**config.mk**
```make
export PLATFORM = sky130hd
export DESIGN_NAME = segment_addback_event_builder_top
export DESIGN_NICKNAME = d
export VERILOG_FILES = /design/src/sabeb_pkg.sv /design/src/sabeb_front.sv /design/src/sabeb_queue.sv /design/src/sabeb_back.sv /design/src/segment_addback_event_builder_top.sv
export SDC_FILE = /design/constraint.sdc
export NUM_CORES = 1
export LEC_CHECK = 0
export ABC_AREA = 1
export BUFFER_PORTS_ARGS = -buffer_cell sky130_fd_sc_hd__buf_2
export CAP_MARGIN = 20
export CORE_ASPECT_RATIO = 0.8
export CORE_UTILIZATION = 60
export CTS_BUF_LIST = sky130_fd_sc_hd__clkbuf_16
export DETAILED_ROUTE_END_ITERATION = 8
export PLACE_DENSITY_LB_ADDON = 0.3
export REMOVE_ABC_BUFFERS = 1
export SETUP_SLACK_MARGIN = 0.3
export SKIP_LAST_GASP = 1
export SLEW_MARGIN = 15
export SYNTH_ARGS = -nofsm -noshare
export SYNTH_HDL_FRONTEND = slang
export SYNTH_SLANG_ARGS = --single-unit
```
**constraint.sdc**
```tcl
create_clock -name clock -period 9.95 [get_ports clock]
set_clock_uncertainty 0.05 [all_clocks]
set_input_delay 1.99 -clock clock [delete_from_list [all_inputs] [get_ports clock]]
set_output_delay 1.99 -clock clock [all_outputs]
set_load 0.005 [all_outputs]
```
**src/sabeb_pkg.sv**
```systemverilog
// shared types and constants of the segment addback event builder
package sabeb_pkg;

   localparam int unsigned EVENT_W  = 32;
   localparam int unsigned CRYSTAL_W = 2;
   localparam int unsigned DET_W    = 5;
   localparam int unsigned ENERGY_W = 20;
   localparam int unsigned SUM_W    = 24;
   localparam int unsigned SEGOUT_W = 4;
   localparam int unsigned HITS_W   = 5;
   localparam int unsigned ADDR_W   = 4;
   localparam int unsigned DATA_W   = 32;
   localparam int unsigned QUEUE_DEPTH = 2;

   localparam logic [SUM_W-1:0]  SUM_MAX  = {SUM_W{1'b1}};
   localparam logic [HITS_W-1:0] HITS_MAX = {HITS_W{1'b1}};

   // crystal codes
   localparam logic [CRYSTAL_W-1:0] CRYSTAL_SEG   = 2'd0;
   localparam logic [CRYSTAL_W-1:0] CRYSTAL_VETO1 = 2'd1;
   localparam logic [CRYSTAL_W-1:0] CRYSTAL_VETO2 = 2'd2;

   // register indexes
   localparam logic [1:0] REG_VETO_THR  = 2'd0;
   localparam logic [1:0] REG_HIT_THR   = 2'd1;
   localparam logic [1:0] REG_NEIGH_THR = 2'd2;
   localparam logic [1:0] REG_MATCH_TOL = 2'd3;

   // reset values of the registers
   localparam logic [ENERGY_W-1:0] VETO_THR_RST  = 20'd6400;
   localparam logic [ENERGY_W-1:0] HIT_THR_RST   = 20'd6;
   localparam logic [ENERGY_W-1:0] NEIGH_THR_RST = 20'd1920;
   localparam logic [ENERGY_W-1:0] MATCH_TOL_RST = 20'd320;

   typedef struct packed {
      logic [EVENT_W-1:0]   event_number;
      logic [CRYSTAL_W-1:0] crystal;
      logic [DET_W-1:0]     detector_index;
      logic [ENERGY_W-1:0]  deposit_energy;
      logic                 last_row;
   } req_type;

   typedef struct packed {
      logic [SUM_W-1:0]    addback_energy;
      logic [SEGOUT_W-1:0] segment;
      logic                vetoed;
      logic                accepted;
      logic [HITS_W-1:0]   hit_count;
      logic                last_of_run;
   } rsp_type;

   typedef struct packed {
      logic [ENERGY_W-1:0] veto_threshold;
      logic [ENERGY_W-1:0] hit_threshold;
      logic [ENERGY_W-1:0] neighbour_threshold;
      logic [ENERGY_W-1:0] match_tolerance;
   } cfg_type;

   // classified row handed from front to back
   typedef struct packed {
      logic                close_first;
      logic                last_row;
      logic                veto_one;
      logic                veto_two;
      logic                hit;
      logic [DET_W-1:0]    hit_index;
      logic [ENERGY_W-1:0] energy;
   } cmd_type;

   // queue status seen by the front and back ends
   typedef struct packed {
      logic not_empty;
      logic full;
   } qstat_type;

endpackage

```
**src/sabeb_front.sv**
```systemverilog
// front end: accepts hit rows, tracks the event number and classifies each row
module sabeb_front #(
   parameter int SEGMENTS = 16
) (
   input  logic              clock,
   input  logic              reset,
   input  logic              req_valid,
   output logic              req_ready,
   input  sabeb_pkg::req_type req_data,
   input  sabeb_pkg::cfg_type cfg,
   input  sabeb_pkg::qstat_type qstat,
   output logic              push,
   output sabeb_pkg::cmd_type push_cmd
);
   import sabeb_pkg::*;

   logic [EVENT_W-1:0] current_event_ff;
   logic [EVENT_W-1:0] current_event_in;
   logic [DET_W+1:0]   det_ext;
   logic               det_ok;

   assign req_ready = !qstat.full;
   assign push      = req_valid && !qstat.full;

   // segment range check
   assign det_ext = {2'b00, req_data.detector_index};
   assign det_ok  = (req_data.detector_index != '0) && (det_ext <= (DET_W+2)'(SEGMENTS));

   // row classification
   always_comb begin
      push_cmd.close_first = (req_data.event_number != current_event_ff);
      push_cmd.last_row    = req_data.last_row;
      push_cmd.veto_one    = (req_data.crystal == CRYSTAL_VETO1) &&
                             (req_data.deposit_energy > cfg.veto_threshold);
      push_cmd.veto_two    = (req_data.crystal == CRYSTAL_VETO2) &&
                             (req_data.deposit_energy > cfg.veto_threshold);
      push_cmd.hit         = (req_data.crystal == CRYSTAL_SEG) &&
                             (req_data.deposit_energy > cfg.hit_threshold) && det_ok;
      push_cmd.hit_index   = req_data.detector_index - DET_W'(1);
      push_cmd.energy      = req_data.deposit_energy;
   end

   // event number of the open event
   assign current_event_in = push ? req_data.event_number : current_event_ff;

   always_ff @(posedge clock) begin
      if (reset) begin
         current_event_ff <= '0;
      end else begin
         current_event_ff <= current_event_in;
      end
   end

endmodule

```
**src/sabeb_queue.sv**
```systemverilog
// short command queue between front and back
module sabeb_queue (
   input  logic               clock,
   input  logic               reset,
   input  logic               push,
   input  sabeb_pkg::cmd_type push_cmd,
   input  logic               pop,
   output sabeb_pkg::cmd_type pop_cmd,
   output sabeb_pkg::qstat_type qstat
);
   import sabeb_pkg::*;

   localparam int unsigned PTR_W = (QUEUE_DEPTH > 1) ? $clog2(QUEUE_DEPTH) : 1;
   localparam int unsigned CNT_W = $clog2(QUEUE_DEPTH + 1);

   cmd_type              entry_ff [QUEUE_DEPTH];
   logic [PTR_W-1:0]     wr_ptr_ff, wr_ptr_in;
   logic [PTR_W-1:0]     rd_ptr_ff, rd_ptr_in;
   logic [CNT_W-1:0]     count_ff, count_in;
   logic                 do_push, do_pop;

   assign qstat.not_empty = (count_ff != '0);
   assign qstat.full      = (count_ff == CNT_W'(QUEUE_DEPTH));
   assign do_push = push && !qstat.full;
   assign do_pop  = pop && qstat.not_empty;
   assign pop_cmd = entry_ff[rd_ptr_ff];

   // pointer and fill count update
   always_comb begin
      wr_ptr_in = wr_ptr_ff;
      rd_ptr_in = rd_ptr_ff;
      count_in  = count_ff;
      if (do_push) begin
         wr_ptr_in = (wr_ptr_ff == PTR_W'(QUEUE_DEPTH - 1)) ? '0 : wr_ptr_ff + PTR_W'(1);
      end
      if (do_pop) begin
         rd_ptr_in = (rd_ptr_ff == PTR_W'(QUEUE_DEPTH - 1)) ? '0 : rd_ptr_ff + PTR_W'(1);
      end
      if (do_push && !do_pop) begin
         count_in = count_ff + CNT_W'(1);
      end else if (do_pop && !do_push) begin
         count_in = count_ff - CNT_W'(1);
      end
   end

   always_ff @(posedge clock) begin
      if (reset) begin
         wr_ptr_ff <= '0;
         rd_ptr_ff <= '0;
         count_ff  <= '0;
      end else begin
         wr_ptr_ff <= wr_ptr_in;
         rd_ptr_ff <= rd_ptr_in;
         count_ff  <= count_in;
      end
   end

   // entry storage
   always_ff @(posedge clock) begin
      if (do_push) begin
         entry_ff[wr_ptr_ff] <= push_cmd;
      end
   end

endmodule

```
**src/sabeb_back.sv**
```systemverilog
// back end: event accumulation, close-out scan and result register
module sabeb_back #(
   parameter int SEGMENTS = 16
) (
   input  logic                 clock,
   input  logic                 reset,
   input  sabeb_pkg::cfg_type   cfg,
   input  sabeb_pkg::qstat_type qstat,
   input  sabeb_pkg::cmd_type   pop_cmd,
   output logic                 pop,
   output logic                 rsp_valid,
   input  logic                 rsp_ready,
   output sabeb_pkg::rsp_type   rsp_data
);
   import sabeb_pkg::*;

   localparam int unsigned SEG_W = (SEGMENTS > 1) ? $clog2(SEGMENTS) : 1;
   localparam int unsigned RUN_W = ENERGY_W + SEG_W;
   localparam int unsigned CMP_W = (RUN_W > SUM_W) ? RUN_W : SUM_W;

   typedef enum logic [2:0] {
      S_IDLE,
      S_ROW,
      S_CLOSE,
      S_SCAN,
      S_EMIT
   } state_type;

   state_type            state_ff;
   cmd_type              cmd_ff;
   logic                 phase_last_ff;
   logic [ENERGY_W-1:0]  energy_ff [SEGMENTS];
   logic [SEGMENTS-1:0]  valid_ff;
   logic                 veto_one_ff, veto_two_ff;
   logic [SUM_W-1:0]     sum_ff;
   logic [HITS_W-1:0]    hits_ff;
   logic [SEG_W-1:0]     chosen_ff;
   logic [SEG_W-1:0]     idx_ff;
   logic [RUN_W-1:0]     run_ff;
   logic                 run_on_ff;
   logic [ENERGY_W-1:0]  best_ff;
   logic [SEG_W-1:0]     best_idx_ff;
   logic                 rsp_valid_ff;
   rsp_type              rsp_ff;

   logic [SEG_W-1:0]     row_sel;
   logic [SUM_W:0]       sum_add;
   logic [ENERGY_W-1:0]  scan_e;
   logic                 scan_in_run;
   logic                 multi_hit;
   logic [CMP_W-1:0]     run_ext, sum_ext, diff;
   logic [SUM_W-1:0]     ab_final;
   logic [SEG_W-1:0]     seg_final;
   logic                 slot_free;

   assign pop       = (state_ff == S_IDLE) && qstat.not_empty;
   assign rsp_valid = rsp_valid_ff;
   assign rsp_data  = rsp_ff;
   assign slot_free = !rsp_valid_ff || rsp_ready;

   // row accumulation terms
   assign row_sel = SEG_W'(cmd_ff.hit_index);
   assign sum_add = {1'b0, sum_ff} + (SUM_W+1)'(cmd_ff.energy);

   // one segment per scan cycle
   assign scan_e      = valid_ff[idx_ff] ? energy_ff[idx_ff] : '0;
   assign scan_in_run = (scan_e > cfg.neighbour_threshold);

   // run check against the addback sum
   assign multi_hit = (hits_ff > HITS_W'(1));
   assign run_ext   = CMP_W'(run_ff);
   assign sum_ext   = CMP_W'(sum_ff);
   assign diff      = (run_ext >= sum_ext) ? run_ext - sum_ext : sum_ext - run_ext;
   assign ab_final  = (multi_hit && (diff > CMP_W'(cfg.match_tolerance))) ? '0 : sum_ff;
   assign seg_final = run_on_ff ? best_idx_ff : chosen_ff;

   // sequencer, event state and result register
   always_ff @(posedge clock) begin
      if (reset) begin
         state_ff      <= S_IDLE;
         phase_last_ff <= 1'b0;
         valid_ff      <= '0;
         veto_one_ff   <= 1'b0;
         veto_two_ff   <= 1'b0;
         sum_ff        <= '0;
         hits_ff       <= '0;
         chosen_ff     <= '0;
         run_on_ff     <= 1'b0;
         rsp_valid_ff  <= 1'b0;
      end else begin
         // result beat taken and no new result loaded
         if (rsp_ready && !((state_ff == S_EMIT) && slot_free)) begin
            rsp_valid_ff <= 1'b0;
         end
         unique case (state_ff)
            S_IDLE: begin
               if (qstat.not_empty) begin
                  cmd_ff <= pop_cmd;
                  if (pop_cmd.close_first) begin
                     phase_last_ff <= 1'b0;
                     state_ff      <= S_CLOSE;
                  end else begin
                     state_ff <= S_ROW;
                  end
               end
            end
            S_ROW: begin
               if (cmd_ff.veto_one) begin
                  veto_one_ff <= 1'b1;
               end
               if (cmd_ff.veto_two) begin
                  veto_two_ff <= 1'b1;
               end
               if (cmd_ff.hit) begin
                  sum_ff              <= sum_add[SUM_W] ? SUM_MAX : sum_add[SUM_W-1:0];
                  energy_ff[row_sel]  <= cmd_ff.energy;
                  valid_ff[row_sel]   <= 1'b1;
                  chosen_ff           <= row_sel;
                  if (hits_ff != HITS_MAX) begin
                     hits_ff <= hits_ff + HITS_W'(1);
                  end
               end
               if (cmd_ff.last_row) begin
                  phase_last_ff <= 1'b1;
                  state_ff      <= S_CLOSE;
               end else begin
                  state_ff <= S_IDLE;
               end
            end
            S_CLOSE: begin
               idx_ff      <= '0;
               run_ff      <= '0;
               run_on_ff   <= 1'b0;
               best_ff     <= '0;
               best_idx_ff <= '0;
               state_ff    <= multi_hit ? S_SCAN : S_EMIT;
            end
            S_SCAN: begin
               if (scan_in_run) begin
                  run_ff    <= run_ff + RUN_W'(scan_e);
                  run_on_ff <= 1'b1;
                  if (scan_e > best_ff) begin
                     best_ff     <= scan_e;
                     best_idx_ff <= idx_ff;
                  end
               end
               if ((!scan_in_run && run_on_ff) || (idx_ff == SEG_W'(SEGMENTS - 1))) begin
                  state_ff <= S_EMIT;
               end
               idx_ff <= idx_ff + SEG_W'(1);
            end
            S_EMIT: begin
               if (slot_free) begin
                  rsp_ff.addback_energy <= ab_final;
                  rsp_ff.segment        <= SEGOUT_W'(seg_final);
                  rsp_ff.vetoed         <= veto_one_ff || veto_two_ff;
                  rsp_ff.accepted       <= (ab_final > SUM_W'(cfg.hit_threshold));
                  rsp_ff.hit_count      <= hits_ff;
                  rsp_ff.last_of_run    <= phase_last_ff || !cmd_ff.last_row;
                  rsp_valid_ff          <= 1'b1;
                  chosen_ff             <= seg_final;
                  // clear the event
                  valid_ff    <= '0;
                  veto_one_ff <= 1'b0;
                  veto_two_ff <= 1'b0;
                  sum_ff      <= '0;
                  hits_ff     <= '0;
                  run_on_ff   <= 1'b0;
                  state_ff    <= phase_last_ff ? S_IDLE : S_ROW;
               end
            end
            default: begin
               state_ff <= S_IDLE;
            end
         endcase
      end
   end

endmodule

```
**src/segment_addback_event_builder_top.sv**
```systemverilog
// top level: register port, front end, command queue and back end
// a row's beat updates the event state after acceptance via the back end pop and apply states
// a close passes the close state, then scans the segments up to the run end
// (scan only when more than one hit), the result is in the output register after it
// the back end takes one row at a time, popping the next only in idle; closes add the scan
// reset: synchronous, clears event state, queue and result register, loads register defaults
module segment_addback_event_builder_top #(
   parameter int SEGMENTS = 16
) (
   input  logic                       clock,
   input  logic                       reset,
   input  logic                       req_valid,
   output logic                       req_ready,
   input  sabeb_pkg::req_type         req_data,
   output logic                       rsp_valid,
   input  logic                       rsp_ready,
   output sabeb_pkg::rsp_type         rsp_data,
   input  logic                       psel,
   input  logic                       penable,
   input  logic                       pwrite,
   input  logic [sabeb_pkg::ADDR_W-1:0] paddr,
   input  logic [sabeb_pkg::DATA_W-1:0] pwdata,
   output logic [sabeb_pkg::DATA_W-1:0] prdata,
   output logic                       pready
);
   import sabeb_pkg::*;

   cfg_type   cfg_ff;
   cfg_type   cfg_in;
   qstat_type qstat;
   cmd_type   push_cmd;
   cmd_type   pop_cmd;
   logic      push;
   logic      pop;
   logic      wr_en;
   logic [1:0] reg_sel;

   assign pready  = 1'b1;
   assign wr_en   = psel && penable && pwrite;
   assign reg_sel = paddr[3:2];

   // register write
   always_comb begin
      cfg_in = cfg_ff;
      if (wr_en) begin
         unique case (reg_sel)
            REG_VETO_THR:  cfg_in.veto_threshold      = pwdata[ENERGY_W-1:0];
            REG_HIT_THR:   cfg_in.hit_threshold       = pwdata[ENERGY_W-1:0];
            REG_NEIGH_THR: cfg_in.neighbour_threshold = pwdata[ENERGY_W-1:0];
            REG_MATCH_TOL: cfg_in.match_tolerance     = pwdata[ENERGY_W-1:0];
            default:       cfg_in = cfg_ff;
         endcase
      end
   end

   always_ff @(posedge clock) begin
      if (reset) begin
         cfg_ff.veto_threshold      <= VETO_THR_RST;
         cfg_ff.hit_threshold       <= HIT_THR_RST;
         cfg_ff.neighbour_threshold <= NEIGH_THR_RST;
         cfg_ff.match_tolerance     <= MATCH_TOL_RST;
      end else begin
         cfg_ff <= cfg_in;
      end
   end

   // register read
   always_comb begin
      unique case (reg_sel)
         REG_VETO_THR:  prdata = DATA_W'(cfg_ff.veto_threshold);
         REG_HIT_THR:   prdata = DATA_W'(cfg_ff.hit_threshold);
         REG_NEIGH_THR: prdata = DATA_W'(cfg_ff.neighbour_threshold);
         REG_MATCH_TOL: prdata = DATA_W'(cfg_ff.match_tolerance);
         default:       prdata = '0;
      endcase
   end

   sabeb_front #(
      .SEGMENTS (SEGMENTS)
   ) u_front (
      .clock     (clock),
      .reset     (reset),
      .req_valid (req_valid),
      .req_ready (req_ready),
      .req_data  (req_data),
      .cfg       (cfg_ff),
      .qstat     (qstat),
      .push      (push),
      .push_cmd  (push_cmd)
   );

   sabeb_queue u_queue (
      .clock    (clock),
      .reset    (reset),
      .push     (push),
      .push_cmd (push_cmd),
      .pop      (pop),
      .pop_cmd  (pop_cmd),
      .qstat    (qstat)
   );

   sabeb_back #(
      .SEGMENTS (SEGMENTS)
   ) u_back (
      .clock     (clock),
      .reset     (reset),
      .cfg       (cfg_ff),
      .qstat     (qstat),
      .pop_cmd   (pop_cmd),
      .pop       (pop),
      .rsp_valid (rsp_valid),
      .rsp_ready (rsp_ready),
      .rsp_data  (rsp_data)
   );

endmodule

```
==> out/metrics.csv <==
metric,value,unit
cp_max_fo,33,
holdCritStartpoint,u_back.valid_ff[11],
final.min_clock_period,7.054,ns
syn2layout_area_growth,10.52,%
holdPathStages,2,
die_w,269.4,um
cts.repair.resized,0,
power.leakage,15.43,nW
finalSetupViolCount,0,
cts_tree,yes,
slowest_delay,0.66,ns
gp_congestion,0.9821,
synth_top_family_by_area,compound AO/OA/AOI/OAI gates,
post-route-util,67.01,%
rsz0062_at_grt,false,
cts_buffer_depth,3,
setup_tns,0,ns
drc,0,
cp_common_cell,nand2_1,
synth_edf_count,494,
num_rows,78,
synth-adder-area-share,7.999,%
final_antenna_net_count,0,
avgSynthCellArea,9.665,sq um
numClockSinks,672,
cts_root_buf,clkbuf_16,
ys_async_sr_fraction,0,%
hpwl,64.75,mm
drive_above_1_share,10.56,%
clk_latency,0.61,ns
synthCells,3551,
slew_viol_final,0,
antenna_found_initial,7,
cap_viol_max_count,0,
worst_r2r_path_depth,34,
ys_warn_count,0,
p_per_area,215.9,nW/um^2
grt_pass1_vias,24580,
r2r-start,u_back.sum_ext[1],
synth_flop_cell,edfxtp_1,
worst_pin_slew,1.126,ns
h-tree-depth,3,
critPathSlowestCell,o21ai_0,
relSlewSlack,24.50,%
grt_usage,31.79,%
synth_xor_area_share,1.353,%
synth.ff_latch_count,672,
hold_path.class,reg -> reg,
startpoint,u_back.sum_ext[1],
synthSimpleGateAreaFrac,11.61,%
wl,93.74,mm
ctsHoldBuffers,0,
synth_mux_area_share,3.347,%
r2r_setup_slack,2.90,ns
finalHoldViolCount,0,
crit_type,reg -> reg,
arrival,7.48,ns
via_per_inst,5.955,
portBuffers,146,
status,completed,
dr.pass1.iters,6,
via_count,26710,
max_freq,0.1418,GHz
startpoint_type,flop,
coreArea,56600,sq um
gr-total-overflow,0,
synth_cell_types,57,
initialDrtViolationCount,3140,
die_area,58170,sq um
fin_crit_sh,70.90,%
layout_common_cells,"494 x edfxtp_1, 481 x inv_1, 464 x nand2_1",
initial_utilization,60.63,%
die_h,215.9,um
cts_inserted_buffers,67,
final_common_cell,edfxtp_1,
ir_drop,0.1344,mV
synth-compound-area-share,14.95,%
worstPathRequired,10.38,ns
wire_per_inst,20.90,um
synth_area,34320,sq um
post-cts-setup-buffers,0,
grt_pass1_wl,140.8,mm
grt_max_degree,156,
clkTransAtPathRegs,0.06,ns
ioPinCount,174,
nNetsFinal,3991,
cp-end-kind,flop,
ys_seq_area_share,53.61,%
## worst paths after layout
path / end
max: u_back.rsp_data[6]
min: u_back.valid_ff[11]
max reg2reg: u_back.rsp_data[6]
min reg2reg: u_back.valid_ff[11]
## critical path: cells and delay by family, from the launching register on
family,cells,cell delay [ns]
xor+xnor,1,0.14
flops,1,0.50
compound gates,6,1.54
buf+inv,4,0.74
fa+ha+maj,3,1.08
simple gates,20,2.83
## sequential cells by signal (all words and copies together), names as in the netlist, 24 cells and up, named ones only
signal	flops
u_back.run_ext	24
u_back.cmd_ff	28
u_back.sum_ext	24
u_back.rsp_data	36
u_front.current_event_ff	32
u_queue.entry_ff	58
cfg_ff	80
u_back.energy_ff	320
## report_power, final
part	switching, W	internal [W]
clock network	0.00108	0.00140
logic	0.00147	0.000709
registers	0.000234	0.00330
total	0.00278	0.00541
## cell families (layout without fill, tap and decap cells)
kind of cell	count (synthesis)	in the layout
AO/OA/AOI/OAI	947	947
adder cells (fa/ha/maj)	217	217
buffers and inverters	614	774
flip-flops	672	672
multiplexers	111	111
other	2	17
XOR/XNOR	53	53
AND/OR/NAND/NOR	935	935
## per-layer routing
metal  wire, um  vias up  GRT usage (%)
li1           -    12550              -
met1      38380    12620          43.73
met2      42230     1312          50.04
met3       9257      226          5.519
met4       3878        0          13.18
met5          0        -              0
## synth_stat cells (all sizes together), types with 2 or more instances
library cell  number  area share [%]
a32o               3           0.087
a211oi            10            0.22
buf               51            0.96
o32ai              2           0.051
edfxtp           494              43
nor2             269             3.2
o21ai            429             6.3
a221oi             2           0.051
nand2            472             5.2
a2111oi            2           0.051
mux2i             81             2.4
conb               2           0.022
xnor2             32            0.82
o211ai            34            0.76
nand3b             5            0.11
dfxtp            178              10
fa                 4            0.23
nand4             48            0.87
inv              472             5.2
a31oi             15            0.27
nor3              33            0.50
clkbuf            89            0.97
nand3             83             1.2
o22ai             24            0.44
o21bai             9            0.20
nor4               8            0.15
or2               11            0.20
ha               213             7.8
o2111ai            6            0.15
o31ai             18            0.39
o221ai             4            0.10
mux2              30            0.98
xor2              21            0.54
clkinv             2           0.022
o21a              12            0.26
a21boi             2           0.044
a21o              11            0.24
a21oi            363             5.3
and3               3           0.055
## stage by stage
step	hold WS (ns)	instance area, sq um	setup WS [ns]	total power, W	instances
CTS	0.3987	37890	2.928	0.008155	4481
detailed placement	0.3889	35760	2.938	0.005697	4361
finish	0.4008	37930	2.896	0.008191	4486
global placement	0.3845	35760	2.966	0.005647	4361
floorplan	0.3768	33700	1.227	0.004990	3422
global route	0.4102	37930	2.363	0.008561	4485
## final cells by class
cell class	instances	area, sq um
Antenna cell	4	10.01
Clock buffer	71	1777
Clock inverter	49	360.3
Fill cell	4338	18670
Inverter	474	1783
Multi-Input combinational cell	2276	13630
Sequential cell	672	18400
Tap cell	760	950.9
Timing Repair Buffer	180	1018
No activity file was read; power rests on OpenSTA's default activity.
